--- config.mk ---
export PLATFORM = sky130hd
export DESIGN_NAME = jsu_cmdq
export DESIGN_NICKNAME = d
export VERILOG_FILES = /design/src/jsu_pkg.sv /design/src/jsu_cmdq.sv
export SDC_FILE = /design/constraint.sdc
export NUM_CORES = 1
export LEC_CHECK = 0
export BUFFER_PORTS_ARGS = -buffer_cell sky130_fd_sc_hd__buf_2
export CORE_MARGIN = 2
export CORE_UTILIZATION = 30
export CTS_CLUSTER_DIAMETER = 40
export DETAILED_ROUTE_END_ITERATION = 8
export PLACE_DENSITY = 0.49
export RECOVER_POWER = 100
export SETUP_SLACK_MARGIN = 0.5
export SLEW_MARGIN = 30
export SYNTH_ARGS = -nofsm -noshare
export SYNTH_HDL_FRONTEND = slang
export SYNTH_SLANG_ARGS = --single-unit
--- constraint.sdc ---
create_clock -name i_clk -period 9.86 [get_ports i_clk]
set_input_delay 0.493 -clock i_clk [delete_from_list [all_inputs] [get_ports i_clk]]
set_output_delay 0.493 -clock i_clk [all_outputs]
set_load 0.02 [all_outputs]
--- src/jsu_pkg.sv ---
package jsu_pkg;

    localparam int COUNT_WIDTH_DEF = 16;
    localparam int QDEPTH_DEF      = 2;
    localparam int CMD_UNITS       = 3;
    localparam int CAP_WIDTH       = 16;
    localparam logic [CAP_WIDTH-1:0] CAP_RESET = 16'd256;

    // characters the decoder looks at
    localparam logic [7:0] CH_QUOTE  = 8'h22;
    localparam logic [7:0] CH_BSLASH = 8'h5C;
    localparam logic [7:0] CH_SPACE  = 8'h20;
    localparam logic [7:0] CH_TAB    = 8'h09;
    localparam logic [7:0] CH_LF     = 8'h0A;
    localparam logic [7:0] CH_CR     = 8'h0D;
    localparam logic [7:0] CH_BS     = 8'h08;
    localparam logic [7:0] CH_FF     = 8'h0C;
    localparam logic [7:0] CH_QMARK  = 8'h3F;
    localparam logic [7:0] CH_LO_N   = 8'h6E;
    localparam logic [7:0] CH_LO_R   = 8'h72;
    localparam logic [7:0] CH_LO_T   = 8'h74;
    localparam logic [7:0] CH_LO_B   = 8'h62;
    localparam logic [7:0] CH_LO_F   = 8'h66;
    localparam logic [7:0] CH_LO_U   = 8'h75;
    localparam logic [7:0] CH_LO_A   = 8'h61;
    localparam logic [7:0] CH_UP_A   = 8'h41;
    localparam logic [7:0] CH_UP_F   = 8'h46;
    localparam logic [7:0] CH_DIG_0  = 8'h30;
    localparam logic [7:0] CH_DIG_9  = 8'h39;

    localparam logic [15:0] HI_SUR_LO = 16'hD800;
    localparam logic [15:0] HI_SUR_HI = 16'hDBFF;
    localparam logic [15:0] LO_SUR_LO = 16'hDC00;
    localparam logic [15:0] LO_SUR_HI = 16'hDFFF;
    localparam logic [20:0] CP_SUPP   = 21'h10000;
    localparam logic [20:0] CP_REPL   = 21'h0FFFD;
    localparam logic [20:0] CP_LIM1   = 21'h80;
    localparam logic [20:0] CP_LIM2   = 21'h800;
    localparam logic [7:0]  UTF_CONT  = 8'h80;
    localparam logic [7:0]  UTF_LEAD2 = 8'hC0;
    localparam logic [7:0]  UTF_LEAD3 = 8'hE0;
    localparam logic [7:0]  UTF_LEAD4 = 8'hF0;

    typedef enum logic [2:0] {
        PH_WS, PH_STR, PH_ESC, PH_HEX, PH_HI_BS, PH_HI_U, PH_HI_HEX, PH_DONE
    } t_phase;

    typedef enum logic [1:0] {
        ST_NOSTR = 2'd0,
        ST_OK    = 2'd1,
        ST_OVF   = 2'd2
    } t_status;

    typedef enum logic [1:0] {
        U_NONE, U_CP, U_RAW, U_STAT
    } t_ukind;

    // one output unit: a code point to encode, a raw byte, or the status
    typedef struct packed {
        t_ukind      kind;
        logic [20:0] val;
    } t_unit;

    // all results of one input transfer
    typedef struct packed {
        t_unit [CMD_UNITS-1:0] u;
        logic [1:0]            n;
    } t_cmd;

    function automatic logic [2:0] cp_len(input logic [20:0] cp);
        if (cp < CP_LIM1)      return 3'd1;
        else if (cp < CP_LIM2) return 3'd2;
        else if (cp < CP_SUPP) return 3'd3;
        else                   return 3'd4;
    endfunction

endpackage

--- src/jsu_cmdq.sv ---
module jsu_cmdq #(
    parameter int DEPTH = jsu_pkg::QDEPTH_DEF
) (
    input  logic          i_clk,
    input  logic          i_rst_n,
    input  logic          i_push,
    input  jsu_pkg::t_cmd i_cmd,
    output logic          o_full,
    input  logic          i_pop,
    output jsu_pkg::t_cmd o_head,
    output logic          o_empty
);
    import jsu_pkg::*;

    localparam int PW = (DEPTH > 1) ? $clog2(DEPTH) : 1;
    localparam int CW = $clog2(DEPTH + 1);

    t_cmd          r_mem [DEPTH];
    logic [PW-1:0] r_wp, r_rp;
    logic [CW-1:0] r_cnt;

    assign o_full  = (r_cnt == CW'(DEPTH));
    assign o_empty = (r_cnt == '0);
    assign o_head  = r_mem[r_rp];

    always_ff @(posedge i_clk) begin
        if (i_push) r_mem[r_wp] <= i_cmd;
    end

    always_ff @(posedge i_clk) begin
        if (!i_rst_n) begin
            r_wp  <= '0;
            r_rp  <= '0;
            r_cnt <= '0;
        end else begin
            if (i_push) r_wp <= (r_wp == PW'(DEPTH - 1)) ? '0 : r_wp + PW'(1);
            if (i_pop)  r_rp <= (r_rp == PW'(DEPTH - 1)) ? '0 : r_rp + PW'(1);
            if (i_push && !i_pop)      r_cnt <= r_cnt + CW'(1);
            else if (i_pop && !i_push) r_cnt <= r_cnt - CW'(1);
        end
    end

    a_cnt_bound: assert property (@(posedge i_clk) disable iff (!i_rst_n)
        r_cnt <= CW'(DEPTH))
        else $error("cmdq count above depth");
    a_pop_nonempty: assert property (@(posedge i_clk) disable iff (!i_rst_n)
        i_pop |-> !o_empty)
        else $error("cmdq pop while empty");
    a_push_room: assert property (@(posedge i_clk) disable iff (!i_rst_n)
        (i_push && !i_pop) |=> (r_cnt == $past(r_cnt) + CW'(1)))
        else $error("cmdq push lost");

endmodule

After elaboration in Yosys (flattened, before gate mapping)
Memory sizes are Yosys's and may differ from the RTL's. A register that Yosys moved wholly into a read port is not among the register bits.
Index checks and enable logic that the tools add are counted.
Widths: inputs -> output; s select.
{"block": "totals", "reg_bits": 4, "ramBits": 142, "in_bits": 75, "output_inout_bits": 73, "mem_count": 1}
{"block": "op_classes", "addsub": 4, "n_eq_ne": 1, "n_mux": 8, "reduce_logical": 6}
{"name": "r_mem", "words": 2, "word_bits": 71, "rd": 1, "rd_clocked_by_memory_dff": 1, "write_ports": 1, "line_no": "jsu_cmdq.sv:18", "source": "t_cmd r_mem [DEPTH];"}
{"op": "$mux 1", "count": 6}
{"op": "$mux 2", "count": 2}
{"op": "$add 1x1->1 const B", "count": 2}
{"op": "$add 2x1->2 const B", "count": 1}
{"op": "$eq 2x2->1 const B", "count": 1}
{"op": "$logic_and 1x1->1", "count": 2}
{"op": "$logic_not 1->1", "count": 2}
{"op": "$logic_not 2->1", "count": 1}
{"op": "$reduce_bool 2->1", "count": 1}
{"op": "$sub 2x1->2 const B", "count": 1}

Depth between registers and ports, before layout
Gate-level depths: netlist (run 1).
{"block": "depth", "word_depth": 4, "depth_mapped": 5, "mapped_depth_nobuf": 5}

Least setup slack after synthesis (run 1)
No wires, ideal clock.
{"block": "synth_path", "kind": "input-to-reg", "start": "input i_push", "end": "memory r_mem[0][0] (netlist bit) (enable)", "setup_ps": 510, "arrival_ps": 3637, "required_time_ps": 9350, "path_slack_ps": 5713, "cell_stages": 1, "path_cell_list": "nor2b_1"}
{"block": "synth_via", "elab_chain_cells": 2}
{"item": "start: declaration", "line_no": "jsu_cmdq.sv:6", "source": "input logic i_push,"}
{"item": "$mux 1", "line_no": "jsu_cmdq.sv:27", "source": "if (i_push) r_mem[r_wp] <= i_cmd;"}
{"item": "$mux 1 (not written as such)", "line_no": "jsu_cmdq.sv:27"}
{"item": "end: declaration", "line_no": "jsu_cmdq.sv:18"}
No other way between the ends.

==> results of run 1 <==
==> registers in the layout, summed over array words and instances, names as in the netlist, named ones only <==
name,flops
r_mem,142
r_rp,1
r_wp,1
r_cnt,2
==> power breakdown <==
part           internal (mW)  leakage (nW)  switching (mW)  total, mW
sequential             0.723          1.37          0.0131      0.737
clock                  0.422         0.296           0.243      0.665
combinational         0.0563         0.625          0.0917      0.148
total                   1.20          2.29           0.348       1.55
==> cell families after synthesis <==
| logic type | synth area share |
|---|---|
| flip-flops | 0.813 |
| multiplexers | 0.149 |
| buffers and inverters | 0.0163 |
| AND/OR/NAND/NOR | 0.0105 |
| AO/OA/AOI/OAI | 0.00373 |
| XOR/XNOR | 0.00490 |
| adder cells (fa/ha/maj) | 0.00233 |
==> cell type report <==
class / count / share of cell area
Clock buffer: 18 / 0.0631
Sequential cell: 147 / 0.641
Timing Repair Buffer: 151 / 0.0914
Inverter: 1 / 0.000551
Tap cell: 225 / 0.0414
Multi-Input combinational cell: 87 / 0.135
Clock inverter: 13 / 0.0270
==> how the worst min path moves through the flow <==
| stage | start | to | slack, ps | depth (start not counted) |
|---|---|---|---|---|
| after global placement | r_cnt[1]$_SDFFE_PN0P_ | r_cnt[1]$_SDFFE_PN0P_ | 480 | 2 |
| after floorplan | r_cnt[1]$_SDFFE_PN0P_ | r_cnt[1]$_SDFFE_PN0P_ | 470 | 2 |
| final | i_cmd[54] | r_mem[0][54]$_DFFE_PP_ | 270 | 1 |
| after CTS | i_cmd[45] | r_mem[0][45]$_DFFE_PP_ | 240 | 1 |
| after detailed placement | r_cnt[1]$_SDFFE_PN0P_ | r_cnt[1]$_SDFFE_PN0P_ | 500 | 2 |
| after global routing | i_cmd[18] | r_mem[0][18]$_DFFE_PP_ | 250 | 1 |
==> per-stage QoR <==
stage / util / instances / hold slack (ps)
2_1_floorplan: - / 243 / 466
3_3_place_gp: 0.363 / 608 / 479
3_5_place_dp: 0.366 / 611 / 496
4_1_cts: 0.402 / 642 / 243
5_1_grt: 0.391 / 642 / 247
6_report: 0.391 / 642 / 269
==> metal layers <==
metal	global-route usage	wire, um	vias up
met3	0.0445	837	12
li1	-	-	1290
met2	0.178	5010	89
met1	0.115	3920	1362
met4	0.0527	169	0
met5	0	0	-
==> layout by cell type (no fill, tap or decap) <==
| master | Yosys | routed |
|---|---|---|
| sky130_fd_sc_hd__a21boi_0 | 0 | 1 |
| sky130_fd_sc_hd__and2_0 | 0 | 4 |
| sky130_fd_sc_hd__and2b_2 | 1 | 1 |
| sky130_fd_sc_hd__buf_1 | 0 | 1 |
| sky130_fd_sc_hd__buf_2 | 1 | 44 |
| sky130_fd_sc_hd__bufinv_16 | 0 | 4 |
| sky130_fd_sc_hd__clkbuf_1 | 0 | 107 |
| sky130_fd_sc_hd__clkbuf_16 | 0 | 17 |
| sky130_fd_sc_hd__clkinv_1 | 0 | 2 |
| sky130_fd_sc_hd__clkinv_2 | 0 | 1 |
| sky130_fd_sc_hd__clkinv_4 | 0 | 3 |
| sky130_fd_sc_hd__clkinvlp_4 | 0 | 1 |
| sky130_fd_sc_hd__dfxtp_1 | 5 | 5 |
| sky130_fd_sc_hd__edfxtp_1 | 142 | 142 |
| sky130_fd_sc_hd__ha_1 | 1 | 1 |
| sky130_fd_sc_hd__inv_1 | 1 | 1 |
| sky130_fd_sc_hd__inv_6 | 0 | 2 |
| sky130_fd_sc_hd__mux2_1 | 0 | 6 |
| sky130_fd_sc_hd__mux2_2 | 71 | 65 |
| sky130_fd_sc_hd__nor2_1 | 1 | 1 |
| sky130_fd_sc_hd__nor2b_1 | 2 | 1 |
| sky130_fd_sc_hd__nor2b_4 | 0 | 1 |
| sky130_fd_sc_hd__o21a_1 | 1 | 1 |
| sky130_fd_sc_hd__o21ai_0 | 1 | 1 |
| sky130_fd_sc_hd__or3_1 | 1 | 1 |
| sky130_fd_sc_hd__xnor2_1 | 1 | 1 |
| sky130_fd_sc_hd__xor2_1 | 2 | 2 |
==> worst register-to-register path, cell delays in order (launching register included) <==
cell and delay (ps):
sky130_fd_sc_hd__dfxtp_1 370, sky130_fd_sc_hd__and2_0 1840, sky130_fd_sc_hd__clkbuf_1 1620
==> flow_summary.html, run 1 <==
<table>
<tr><th>Metric</th><th>Value</th></tr>
<tr><th colspan="2">Clock tree</th></tr>
<tr><td>CTS Root Cell</td><td>sky130_fd_sc_hd__clkbuf_16</td></tr>
<tr><td>TritonCTS sink count</td><td>roughly 150</td></tr>
<tr><td>Number of buffers between clock root and the deepest sink</td><td>2</td></tr>
<tr><td># resized after CTS</td><td>0</td></tr>
<tr><td>Hold-fix buffer count after cts</td><td>0</td></tr>
<tr><td>Clk_lat worst skew</td><td>410 ps</td></tr>
<tr><td>Clock tree from TritonCTS</td><td>done</td></tr>
<tr><td>Number of post-CTS setup repair buffers</td><td>0</td></tr>
<tr><td>H-tree levels</td><td>4</td></tr>
<tr><td>Clock transition at the registers of the reported paths</td><td>60 ps</td></tr>
<tr><td>Num CTS Buffers</td><td>17</td></tr>
<tr><th colspan="2">Setup path</th></tr>
<tr><td>Dominant delay contributor by cell family on the critical path</td><td>buffers and inverters</td></tr>
<tr><td>CP Max Fanout</td><td>37</td></tr>
<tr><td>Register-to-register path setup slack</td><td>between 5000 and 6000 ps</td></tr>
<tr><td>Type of destination of the critical path</td><td>output port</td></tr>
<tr><td>Required time of the critical path</td><td>9370 ps</td></tr>
<tr><td>RR Startpoint</td><td>r_wp$_SDFFE_PN0P_</td></tr>
<tr><td>Crit-path most repeated cell</td><td>sky130_fd_sc_hd__clkbuf_1</td></tr>
<tr><td>Startpoint type of the worst setup path</td><td>flop</td></tr>
<tr><td>Crit. path cell count</td><td>3</td></tr>
<tr><td>Worst Setup EP</td><td>o_head[0]</td></tr>
<tr><td>Highest-delay cell along the critical path</td><td>sky130_fd_sc_hd__clkbuf_1</td></tr>
<tr><td>Critical-path cell list</td><td>clkbuf_1 &gt; mux2_2 &gt; clkbuf_1</td></tr>
<tr><td>Worst Path Arrival</td><td>4080 ps</td></tr>
<tr><td>Slowest cell delay on critical path</td><td>~1500 ps</td></tr>
<tr><td>Cell count of the worst reg-to-reg path</td><td>2</td></tr>
<tr><td>Number of buffers and inverters on the critical path</td><td>2</td></tr>
<tr><td>Critical R2R Capture</td><td>r_mem[1][16]$_DFFE_PP_</td></tr>
<tr><td>Worst setup path category</td><td>flop to output port</td></tr>
<tr><th colspan="2">Finish</th></tr>
<tr><td>Post-route cell area</td><td>around 6800 um^2</td></tr>
<tr><td>Layout cell share with drive strength beyond 1</td><td>0.333</td></tr>
<tr><td>Register area</td><td>~4400 um^2</td></tr>
<tr><td>NumNets Final</td><td>481</td></tr>
<tr><td>Area delta synth-&gt;final</td><td>26.8%</td></tr>
<tr><td>Final antenna diode count</td><td>0</td></tr>
<tr><td>Area of the multi-input gates</td><td>between 900 and 1000 um^2</td></tr>
<tr><td>Number of filler cells placed in the layout</td><td>1,690</td></tr>
<tr><th colspan="2">Timing</th></tr>
<tr><td>Fin crit period</td><td>4570 ps</td></tr>
<tr><td>Clock Skew</td><td>3.54 ps</td></tr>
<tr><td>Relative max-transition margin</td><td>-0.681</td></tr>
<tr><td>Final hold violation count</td><td>0</td></tr>
<tr><td>Total setup violations reported at the end of the flow</td><td>0</td></tr>
<tr><td>Slew @ Worst Pin</td><td>2520 ps</td></tr>
<tr><td>Final Worst Setup Slack</td><td>5290 ps</td></tr>
<tr><td>Unrepaired setup endpoints after global routing</td><td>no</td></tr>
<tr><td>Max-slew violations</td><td>222</td></tr>
<tr><td>Setup TNS after final layout</td><td>0 ps</td></tr>
<tr><td>Period utilization</td><td>0.464</td></tr>
<tr><td>Achievable Freq</td><td>219 MHz</td></tr>
<tr><th colspan="2">Synthesis</th></tr>
<tr><td>Share of async-settable or async-resettable flops after synthesis</td><td>0</td></tr>
<tr><td>Top area cells in the synthesized netlist</td><td>sky130_fd_sc_hd__edfxtp_1 (79%), sky130_fd_sc_hd__mux2_2 (15%), sky130_fd_sc_hd__dfxtp_1 (1.9%)</td></tr>
<tr><td>Cell type with the largest total area after synthesis</td><td>sky130_fd_sc_hd__edfxtp_1</td></tr>
<tr><td>Cell types with the highest counts after synthesis</td><td>sky130_fd_sc_hd__edfxtp_1 (142), sky130_fd_sc_hd__mux2_2 (71), sky130_fd_sc_hd__buf_6 (7), sky130_fd_sc_hd__dfxtp_1 (5), sky130_fd_sc_hd__and2_1 (4)</td></tr>
<tr><td>Dominant cell by count in the synthesized netlist</td><td>sky130_fd_sc_hd__edfxtp_1</td></tr>
<tr><td>Count of state elements after synthesis</td><td>about 150</td></tr>
<tr><td>Number of enable-type register cells in the synthesized netlist</td><td>~140</td></tr>
<tr><td>Dominant register cell in the synthesized netlist</td><td>sky130_fd_sc_hd__edfxtp_1</td></tr>
<tr><td>Synth Cell Area</td><td>5370 um^2</td></tr>
<tr><td>Fraction of synthesized cell area taken by the top area cell type</td><td>0.795</td></tr>
<tr><td>Count of cell types in the netlist</td><td>17</td></tr>
<tr><td>Mean area per synthesized cell</td><td>22.1 um^2</td></tr>
<tr><td>Yosys warning count</td><td>0</td></tr>
<tr><td>Syn Inst Count</td><td>243</td></tr>
<tr><td>Sequential element share of the synthesized area</td><td>0.813</td></tr>
<tr><td>Number of nets in the synthesized netlist</td><td>319</td></tr>
<tr><th colspan="2">Floorplanning</th></tr>
<tr><td>Core area</td><td>~17,000 um^2</td></tr>
<tr><td>Initial core utilization</td><td>0.308</td></tr>
<tr><td>Die Area</td><td>19,000 um^2</td></tr>
<tr><td>Die width</td><td>approximately 140 um</td></tr>
<tr><td>Number of placement rows</td><td>48</td></tr>
<tr><td>Number of top-level design ports</td><td>148</td></tr>
<tr><td>Die Span Y</td><td>138 um</td></tr>
<tr><th colspan="2">Status</th></tr>
<tr><td>Failing checks</td><td>max-capacitance violations, max-slew violations</td></tr>
<tr><td>Outcome</td><td>finished with violations</td></tr>
<tr><th colspan="2">Global route</th></tr>
<tr><td>Total congestion overflow</td><td>0</td></tr>
<tr><td>First-pass GRT wire length</td><td>between 10,000 and 15,000 um</td></tr>
<tr><td>Number of global-route vias before repair</td><td>3,006</td></tr>
<tr><td>Overall global routing resource usage</td><td>0.106</td></tr>
<tr><td>Largest net degree at the start of global routing</td><td>39</td></tr>
<tr><td>Antenna violations before repair</td><td>0</td></tr>
<tr><th colspan="2">Placement</th></tr>
<tr><td>Weighted congestion reported at the end of routability-driven placement</td><td>0.662</td></tr>
<tr><td>Cell area after placement</td><td>6380 um^2</td></tr>
<tr><td>Buffers on Ports</td><td>147</td></tr>
<tr><td>Dpl hpwl</td><td>around 6500 um</td></tr>
<tr><td>Worst slack, placed</td><td>7790 ps</td></tr>
<tr><th colspan="2">Detailed routing</th></tr>
<tr><td>Drt initial violations</td><td>around 110</td></tr>
<tr><td>Post-route ant nets</td><td>0</td></tr>
<tr><td>Wire length per cell</td><td>between 15 and 20 um</td></tr>
<tr><td>Avg Vias per Cell</td><td>4.29</td></tr>
<tr><td>Detailed-routing iteration count for the pre-antenna-repair pass</td><td>4</td></tr>
<tr><td>Via count</td><td>2,753</td></tr>
<tr><td>Routed wire length</td><td>a little under 10,000 um</td></tr>
<tr><td>DRC violations left</td><td>0</td></tr>
<tr><th colspan="2">Pwr</th></tr>
<tr><td>Post-layout total power</td><td>1.55 mW</td></tr>
<tr><td>Worst ir drop on vdd</td><td>107 uV</td></tr>
<tr><td>Power density over cell area</td><td>about 230 nW/um^2</td></tr>
<tr><td>Static leakage</td><td>2.29 nW</td></tr>
<tr><th colspan="2">Min path</th></tr>
<tr><td>Hold/Removal Path Class</td><td>input pin to flop</td></tr>
<tr><th colspan="2">Flow run</th></tr>
<tr><td>Max Cap Viol</td><td>6</td></tr>
</table>
Power figures use the tool's default switching activity.
==> run 2, diff against run 1 <==
Clock period 9.86 ns to 4.6 ns, I/O delays scaled along.
==> flow_summary.html, run 2 (same netlist as run 1, synthesis figures left out) <==
<table>
<tr><th>Metric</th><th>Value</th></tr>
<tr><th colspan="2">Setup path</th></tr>
<tr><td>Worst setup path category</td><td>flop to output port (unchanged)</td></tr>
<tr><td>CP Max Fanout</td><td>37 (unchanged)</td></tr>
<tr><td>Dominant delay contributor by cell family on the critical path</td><td>flip-flops (was buffers and inverters)</td></tr>
<tr><td>Startpoint type of the worst setup path</td><td>flop (unchanged)</td></tr>
<tr><td>Highest-delay cell along the critical path</td><td>sky130_fd_sc_hd__dfxtp_1 (was sky130_fd_sc_hd__clkbuf_1)</td></tr>
<tr><td>Slowest cell delay on critical path</td><td>1490 ps (was 1540 ps)</td></tr>
<tr><td>Number of buffers and inverters on the critical path</td><td>2 (unchanged)</td></tr>
<tr><td>Critical-path cell list</td><td>buf_12 &gt; mux2_2 &gt; clkbuf_1 (was clkbuf_1 &gt; mux2_2 &gt; clkbuf_1)</td></tr>
<tr><td>Worst Path Arrival</td><td>2830 ps (was 4080 ps)</td></tr>
<tr><td>Type of destination of the critical path</td><td>output port (unchanged)</td></tr>
<tr><td>Required time of the critical path</td><td>4370 ps (was 9370 ps)</td></tr>
<tr><th colspan="2">Placement</th></tr>
<tr><td>Dpl hpwl</td><td>6520 um (was 6540 um)</td></tr>
<tr><td>Buffers on Ports</td><td>147 (unchanged)</td></tr>
<tr><td>Number of placed instances, taps included</td><td>611 (unchanged)</td></tr>
<tr><td>Worst slack, placed</td><td>2800 ps (was 7790 ps)</td></tr>
<tr><td>Weighted congestion reported at the end of routability-driven placement</td><td>0.662 (about the same)</td></tr>
<tr><th colspan="2">Finish</th></tr>
<tr><td>Layout cell share with drive strength beyond 1</td><td>0.279 (was 0.333)</td></tr>
<tr><td>Number of filler cells placed in the layout</td><td>1,665 (was 1,690)</td></tr>
<tr><td>Final core occ</td><td>0.428 (was 0.391)</td></tr>
<tr><td>NumNets Final</td><td>550 (was 481)</td></tr>
<tr><td>Commonest cells after routing, fill and taps aside</td><td>sky130_fd_sc_hd__edfxtp_1 (142), sky130_fd_sc_hd__clkbuf_1 (111), sky130_fd_sc_hd__dlygate4sd3_1 (69) (was sky130_fd_sc_hd__edfxtp_1 (142), sky130_fd_sc_hd__clkbuf_1 (107), sky130_fd_sc_hd__mux2_2 (65))</td></tr>
<tr><td>Most common cell after layout, fill and taps aside</td><td>sky130_fd_sc_hd__edfxtp_1 (unchanged)</td></tr>
<tr><td>Leading registers by flop count</td><td>r_mem: 142 flops, r_cnt: 2 flops (unchanged)</td></tr>
<tr><td>Flip-flop count of the largest register, all copies and words added</td><td>142 (unchanged)</td></tr>
<tr><td>Final instance count without filler cells</td><td>709 (was 642)</td></tr>
<tr><td>Register containing the most flip-flops in the final layout</td><td>r_mem (unchanged)</td></tr>
<tr><td>Area delta synth-&gt;final</td><td>38.8% (was 26.8%)</td></tr>
<tr><td>Final antenna diode count</td><td>0 (unchanged)</td></tr>
<tr><th colspan="2">Clock tree</th></tr>
<tr><td>Number of buffers between clock root and the deepest sink</td><td>2 (unchanged)</td></tr>
<tr><td>CTS Root Cell</td><td>sky130_fd_sc_hd__clkbuf_16 (unchanged)</td></tr>
<tr><td>Clk_lat worst skew</td><td>410 ps (about the same)</td></tr>
<tr><td>Clock transition at the registers of the reported paths</td><td>60 ps (about the same)</td></tr>
<tr><td>Number of post-CTS setup repair buffers</td><td>0 (unchanged)</td></tr>
<tr><td># resized after CTS</td><td>0 (unchanged)</td></tr>
<tr><td>Num CTS Buffers</td><td>17 (unchanged)</td></tr>
<tr><td>Clock tree from TritonCTS</td><td>done (unchanged)</td></tr>
<tr><td>H-tree levels</td><td>4 (unchanged)</td></tr>
<tr><td>TritonCTS sink count</td><td>147 (unchanged)</td></tr>
<tr><th colspan="2">Timing</th></tr>
<tr><td>Relative max-transition margin</td><td>-0.724 (was -0.681)</td></tr>
<tr><td>Total setup violations reported at the end of the flow</td><td>0 (unchanged)</td></tr>
<tr><td>Fin crit period</td><td>just over 3000 ps</td></tr>
<tr><td>Clock Skew</td><td>5.52 ps (was 3.54 ps)</td></tr>
<tr><td>Final hold violation count</td><td>0 (unchanged)</td></tr>
<tr><td>Max-slew violations</td><td>107 (was 222)</td></tr>
<tr><td>Period utilization</td><td>0.664</td></tr>
<tr><td>Setup TNS after final layout</td><td>0 ps (unchanged)</td></tr>
<tr><td>Final Worst Setup Slack</td><td>1540 ps (was 5290 ps)</td></tr>
<tr><td>Unrepaired setup endpoints after global routing</td><td>no (unchanged)</td></tr>
<tr><td>Achievable Freq</td><td>327 MHz</td></tr>
<tr><td>Slew @ Worst Pin</td><td>2590 ps (was 2520 ps)</td></tr>
<tr><td>Worst slack on hold paths</td><td>67.0 ps (was 269 ps)</td></tr>
<tr><th colspan="2">Detailed routing</th></tr>
<tr><td>Routed wire length</td><td>10,300 um (was 9940 um)</td></tr>
<tr><td>Wire length per cell</td><td>14.6 um (was 15.5 um)</td></tr>
<tr><td>Post-route ant nets</td><td>0 (unchanged)</td></tr>
<tr><td>Avg Vias per Cell</td><td>4.23 (was 4.29)</td></tr>
<tr><td>DRC violations left</td><td>0 (unchanged)</td></tr>
<tr><td>Detailed-routing iteration count for the pre-antenna-repair pass</td><td>4 (unchanged)</td></tr>
<tr><td>Via count</td><td>2,996 (was 2,753)</td></tr>
<tr><td>Drt initial violations</td><td>96 (was 112)</td></tr>
<tr><th colspan="2">Floorplanning</th></tr>
<tr><td>Die width</td><td>138 um (unchanged)</td></tr>
<tr><td>Core area</td><td>17,400 um^2 (unchanged)</td></tr>
<tr><td>Initial core utilization</td><td>0.308 (unchanged)</td></tr>
<tr><td>Die Area</td><td>19,000 um^2 (unchanged)</td></tr>
<tr><td>Number of top-level design ports</td><td>148 (unchanged)</td></tr>
<tr><td>Die Span Y</td><td>138 um (unchanged)</td></tr>
<tr><td>Number of placement rows</td><td>48 (unchanged)</td></tr>
<tr><th colspan="2">Global route</th></tr>
<tr><td>Total congestion overflow</td><td>0 (unchanged)</td></tr>
<tr><td>Met3 GRT Util</td><td>0.0430 (was 0.0445)</td></tr>
<tr><td>Most Crowded Layer GR</td><td>met2 (unchanged)</td></tr>
<tr><td>Number of global-route vias before repair</td><td>3,167 (was 3,006)</td></tr>
<tr><td>First-pass GRT wire length</td><td>15,500 um (was 14,800 um)</td></tr>
<tr><td>Overall global routing resource usage</td><td>0.111 (was 0.106)</td></tr>
<tr><td>Antenna violations before repair</td><td>0 (unchanged)</td></tr>
<tr><td>Largest net degree at the start of global routing</td><td>39 (unchanged)</td></tr>
<tr><td>Met1 global-route usage</td><td>0.128 (was 0.115)</td></tr>
<tr><td>Met2 capacity usage during global routing</td><td>0.185 (was 0.178)</td></tr>
<tr><th colspan="2">Pwr</th></tr>
<tr><td>Power density over cell area</td><td>427 nW/um^2 (was 228 nW/um^2)</td></tr>
<tr><td>Worst ir drop on vdd</td><td>233 uV (was 107 uV)</td></tr>
<tr><td>Static leakage</td><td>2.55 nW (was 2.29 nW)</td></tr>
<tr><th colspan="2">Flow run</th></tr>
<tr><td>Max Cap Viol</td><td>3 (was 6)</td></tr>
<tr><th colspan="2">Status</th></tr>
<tr><td>Outcome</td><td>finished with violations (unchanged)</td></tr>
<tr><td>Failing checks</td><td>max-capacitance violations, max-slew violations (unchanged)</td></tr>
<tr><th colspan="2">Min path</th></tr>
<tr><td>Hold/Removal Path Class</td><td>input pin to flop (unchanged)</td></tr>
</table>
run 2: through the flow:
| stage | power, mW | instance area (um^2) |
|---|---|---|
| 2_1_floorplan | 1.83 | 5370 |
| 3_3_place_gp | 1.94 | 6320 |
| 3_5_place_dp | 1.96 | 6380 |
| 4_1_cts | 3.25 | 7590 |
| 5_1_grt | 3.32 | 7450 |
| 6_report | 3.18 | 7450 |
run 2: final timing paths:
path | from | end | slack [ps] | cells past startpoint
worst max-delay path | flop | o_head[25] | 1540 | 3
worst min-delay path | i_cmd[7] | r_mem[0][7]$_DFFE_PP_ | 70 | 1
worst max register to register | r_wp$_SDFFE_PN0P_ | r_mem[1][23]$_DFFE_PP_ | 1680 | 2
worst min register to register | r_cnt[1]$_SDFFE_PN0P_ | r_cnt[1]$_SDFFE_PN0P_ | 500 | 2
run 2: layout make-up:
type | instances | area (um^2) | share of cell area
inverters | 1 | 3.75 | 0.000504
clock inverters | 11 | 92.6 | 0.0124
well taps | 225 | 282 | 0.0378
clock buffers | 18 | 429 | 0.0576
multi-input cells | 87 | 922 | 0.124
repair buffers | 220 | 1350 | 0.182
flip-flops and latches | 147 | 4360 | 0.586
run 2: power breakdown:
group / total, mW / internal, mW / switching (mW)
combinational: 0.369 / 0.163 / 0.206
sequential: 1.58 / 1.55 / 0.0287
clock: 1.23 / 0.728 / 0.504
total: 3.18 / 2.44 / 0.739
run 2: worst register-to-register path, stage by stage (launching register included):
cell and delay [ps]:
sky130_fd_sc_hd__dfxtp_1 380, sky130_fd_sc_hd__and2_0 1890, sky130_fd_sc_hd__buf_12 320
run 2: repair_timing:
action / CTS / global route
hold buffers: 69 / 0
endpoints found under the hold margin: 137 / 0
setup endpoints to repair: 0 / 0
run 2: per-layer routing:
layer / vias up / share of wire
met4: 0 / 0.011
met3: 11 / 0.061
met1: 1462 / 0.42
met5: - / 0
li1: 1426 / -
met2: 97 / 0.51
==> run 3, diff against run 2 <==
Settings changed: PLACE_DENSITY 0.49 to 0.51.
Clock period 4.6 ns to 2.8 ns, I/O delays scaled along.
==> flow_summary.html, run 3 (same netlist as run 1, synthesis figures left out) <==
<table>
<tr><th>Metric</th><th>Value</th></tr>
<tr><th colspan="2">Status</th></tr>
<tr><td>Outcome</td><td>finished clean (was finished with violations)</td></tr>
<tr><th colspan="2">Floorplanning</th></tr>
<tr><td>Die width</td><td>138 um (unchanged)</td></tr>
<tr><td>Initial core utilization</td><td>0.308 (unchanged)</td></tr>
<tr><td>Number of top-level design ports</td><td>148 (unchanged)</td></tr>
<tr><td>Die Area</td><td>19,000 um^2 (unchanged)</td></tr>
<tr><td>Number of placement rows</td><td>48 (unchanged)</td></tr>
<tr><td>Core area</td><td>17,400 um^2 (unchanged)</td></tr>
<tr><td>Die Span Y</td><td>138 um (unchanged)</td></tr>
<tr><th colspan="2">Timing</th></tr>
<tr><td>Period utilization</td><td>0.823</td></tr>
<tr><td>Fin crit period</td><td>2310 ps</td></tr>
<tr><td>Clock Skew</td><td>6.67 ps (was 5.52 ps)</td></tr>
<tr><td>Setup TNS after final layout</td><td>0 ps (unchanged)</td></tr>
<tr><td>Total setup violations reported at the end of the flow</td><td>0 (unchanged)</td></tr>
<tr><td>Final Worst Setup Slack</td><td>495 ps (was 1540 ps)</td></tr>
<tr><td>Unrepaired setup endpoints after global routing</td><td>no (unchanged)</td></tr>
<tr><td>Max-slew violations</td><td>0 (was 107)</td></tr>
<tr><td>Relative max-transition margin</td><td>0.279 (was -0.724)</td></tr>
<tr><td>Achievable Freq</td><td>434 MHz</td></tr>
<tr><td>Final hold violation count</td><td>0 (unchanged)</td></tr>
<tr><td>Slew @ Worst Pin</td><td>1080 ps (was 2590 ps)</td></tr>
<tr><td>Worst slack on hold paths</td><td>78.8 ps (was 67.0 ps)</td></tr>
<tr><th colspan="2">Finish</th></tr>
<tr><td>NumNets Final</td><td>553 (was 550)</td></tr>
<tr><td>Area delta synth-&gt;final</td><td>40.1% (was 38.8%)</td></tr>
<tr><td>Commonest cells after routing, fill and taps aside</td><td>sky130_fd_sc_hd__edfxtp_1 (142), sky130_fd_sc_hd__clkbuf_1 (125), sky130_fd_sc_hd__dlygate4sd3_1 (72) (was sky130_fd_sc_hd__edfxtp_1 (142), sky130_fd_sc_hd__clkbuf_1 (111), sky130_fd_sc_hd__dlygate4sd3_1 (69))</td></tr>
<tr><td>Final antenna diode count</td><td>0 (unchanged)</td></tr>
<tr><td>Layout cell share with drive strength beyond 1</td><td>0.265 (was 0.279)</td></tr>
<tr><td>Final instance count without filler cells</td><td>715 (was 709)</td></tr>
<tr><td>Post-route cell area</td><td>7520 um^2 (was 7450 um^2)</td></tr>
<tr><td>Most common cell after layout, fill and taps aside</td><td>sky130_fd_sc_hd__edfxtp_1 (unchanged)</td></tr>
<tr><td>Leading registers by flop count</td><td>r_mem: 142 flops, r_cnt: 2 flops (unchanged)</td></tr>
<tr><td>Final core occ</td><td>0.432 (was 0.428)</td></tr>
<tr><td>Register containing the most flip-flops in the final layout</td><td>r_mem (unchanged)</td></tr>
<tr><td>Flip-flop count of the largest register, all copies and words added</td><td>142 (unchanged)</td></tr>
<tr><th colspan="2">Setup path</th></tr>
<tr><td>Worst Path Arrival</td><td>2170 ps (was 2830 ps)</td></tr>
<tr><td>Type of destination of the critical path</td><td>output port (unchanged)</td></tr>
<tr><td>CP Max Fanout</td><td>41 (was 37)</td></tr>
<tr><td>Worst setup path category</td><td>flop to output port (unchanged)</td></tr>
<tr><td>Required time of the critical path</td><td>2660 ps (was 4370 ps)</td></tr>
<tr><td>Startpoint type of the worst setup path</td><td>flop (unchanged)</td></tr>
<tr><th colspan="2">Pwr</th></tr>
<tr><td>Static leakage</td><td>2.55 nW (about the same)</td></tr>
<tr><td>Share of total power consumed by net switching</td><td>0.228 (was 0.232)</td></tr>
<tr><td>Net switching component of the power</td><td>1.24 mW (was 0.739 mW)</td></tr>
<tr><td>Internal cell power</td><td>4.20 mW (was 2.44 mW)</td></tr>
<tr><td>Post-layout total power</td><td>5.44 mW (was 3.18 mW)</td></tr>
<tr><td>Worst ir drop on vdd</td><td>401 uV (was 233 uV)</td></tr>
<tr><td>Clock share of power</td><td>0.413 (was 0.388)</td></tr>
<tr><td>Power density over cell area</td><td>724 nW/um^2 (was 427 nW/um^2)</td></tr>
<tr><td>Sequential Power Share</td><td>0.476 (was 0.496)</td></tr>
<tr><td>Combinational share of power</td><td>0.111 (was 0.116)</td></tr>
<tr><th colspan="2">Global route</th></tr>
<tr><td>First-pass GRT wire length</td><td>15,700 um (was 15,500 um)</td></tr>
<tr><td>Largest net degree at the start of global routing</td><td>42 (was 39)</td></tr>
<tr><td>Total congestion overflow</td><td>0 (unchanged)</td></tr>
<tr><td>Number of global-route vias before repair</td><td>3,125 (was 3,167)</td></tr>
<tr><td>Overall global routing resource usage</td><td>0.114 (was 0.111)</td></tr>
<tr><td>Antenna violations before repair</td><td>0 (unchanged)</td></tr>
<tr><th colspan="2">Clock tree</th></tr>
<tr><td>Clk_lat worst skew</td><td>410 ps (about the same)</td></tr>
<tr><td>Number of post-CTS setup repair buffers</td><td>0 (unchanged)</td></tr>
<tr><td>H-tree levels</td><td>4 (unchanged)</td></tr>
<tr><td>TritonCTS sink count</td><td>147 (unchanged)</td></tr>
<tr><td>Clock tree from TritonCTS</td><td>done (unchanged)</td></tr>
<tr><td>Hold-fix buffer count after cts</td><td>72 (was 69)</td></tr>
<tr><td># resized after CTS</td><td>0 (unchanged)</td></tr>
<tr><td>CTS Root Cell</td><td>sky130_fd_sc_hd__clkbuf_16 (unchanged)</td></tr>
<tr><td>Clock transition at the registers of the reported paths</td><td>60 ps (about the same)</td></tr>
<tr><td>Number of buffers between clock root and the deepest sink</td><td>2 (unchanged)</td></tr>
<tr><td>Num CTS Buffers</td><td>17 (unchanged)</td></tr>
<tr><th colspan="2">Detailed routing</th></tr>
<tr><td>Detailed-routing iteration count for the pre-antenna-repair pass</td><td>5 (was 4)</td></tr>
<tr><td>Via count</td><td>2,967 (was 2,996)</td></tr>
<tr><td>Drt initial violations</td><td>134 (was 96)</td></tr>
<tr><td>Post-route ant nets</td><td>0 (unchanged)</td></tr>
<tr><td>DRC violations left</td><td>0 (unchanged)</td></tr>
<tr><td>Routed wire length</td><td>10,500 um (was 10,300 um)</td></tr>
<tr><td>Wire length per cell</td><td>14.7 um (was 14.6 um)</td></tr>
<tr><td>Avg Vias per Cell</td><td>4.15 (was 4.23)</td></tr>
<tr><th colspan="2">Placement</th></tr>
<tr><td>Weighted congestion reported at the end of routability-driven placement</td><td>0.700 (was 0.662)</td></tr>
<tr><td>Dpl hpwl</td><td>6500 um (was 6520 um)</td></tr>
<tr><td>Buffers on Ports</td><td>147 (unchanged)</td></tr>
<tr><td>Worst slack, placed</td><td>1110 ps (was 2800 ps)</td></tr>
<tr><td>Number of placed instances, taps included</td><td>611 (unchanged)</td></tr>
<tr><td>Cell area after placement</td><td>6370 um^2 (was 6380 um^2)</td></tr>
<tr><th colspan="2">Min path</th></tr>
<tr><td>Hold/Removal Path Class</td><td>input pin to flop (unchanged)</td></tr>
<tr><th colspan="2">Flow run</th></tr>
<tr><td>Max Cap Viol</td><td>0 (was 3)</td></tr>
</table>
-- run 3: cell count changes in the layout (fill, tap and decap cells not counted), moves of 2 or more --
cell	previous run	this run
sky130_fd_sc_hd__buf_2	36	20
sky130_fd_sc_hd__clkbuf_1	111	125
sky130_fd_sc_hd__clkbuf_2	1	5
sky130_fd_sc_hd__mux2_1	6	2
sky130_fd_sc_hd__mux2_2	65	69
sky130_fd_sc_hd__dlygate4sd3_1	69	72
sky130_fd_sc_hd__bufinv_16	1	3
sky130_fd_sc_hd__clkinv_2	6	4
-- run 3: final timing paths --
kind | startpoint | to | slack (ps) | cells after the start
setup / recovery | flop | o_head[12] | 490 | 3
hold / removal | i_pop | r_rp$_SDFFE_PN0P_ | 80 | 3
hold reg to reg | r_cnt[1]$_SDFFE_PN0P_ | r_cnt[1]$_SDFFE_PN0P_ | 510 | 2
setup reg to reg | r_wp$_SDFFE_PN0P_ | r_mem[1][46]$_DFFE_PP_ | 960 | 2
-- run 3: routing by layer --
metal | up-vias | share of wire | global-route usage
met3 | 8 | 0.057 | 0.0471
li1 | 1431 | - | -
met4 | 0 | 0.012 | 0.0425
met2 | 86 | 0.51 | 0.189
met1 | 1442 | 0.42 | 0.133
met5 | - | 0 | 0
-- run 3: worst max-delay path: stages, from the launching register on --
cell and delay (ps):
sky130_fd_sc_hd__dfxtp_2 840, sky130_fd_sc_hd__buf_12 330, sky130_fd_sc_hd__mux2_2 380, sky130_fd_sc_hd__clkbuf_1 170
-- run 3: area by class of cell --
type                       count  area [um^2]
clock buffer                  18          429
timing repair buffer         223         1350
tap                          225          282
fill                        1669         9900
sequential                   147         4370
inverter                       1         3.75
clock inverter                14          163
multi-input combinational     87          923
-- run 3: power by group through the flow --
stage / combinational (mW) / sequential, mW / clock (mW)
final: 0.605 / 2.59 / 2.25
after global placement: 0.571 / 2.63 / 0
after global routing: 0.655 / 2.60 / 2.42
after CTS: 0.658 / 2.59 / 2.32
after detailed placement: 0.577 / 2.64 / 0
after floorplan: 0.386 / 2.61 / 0
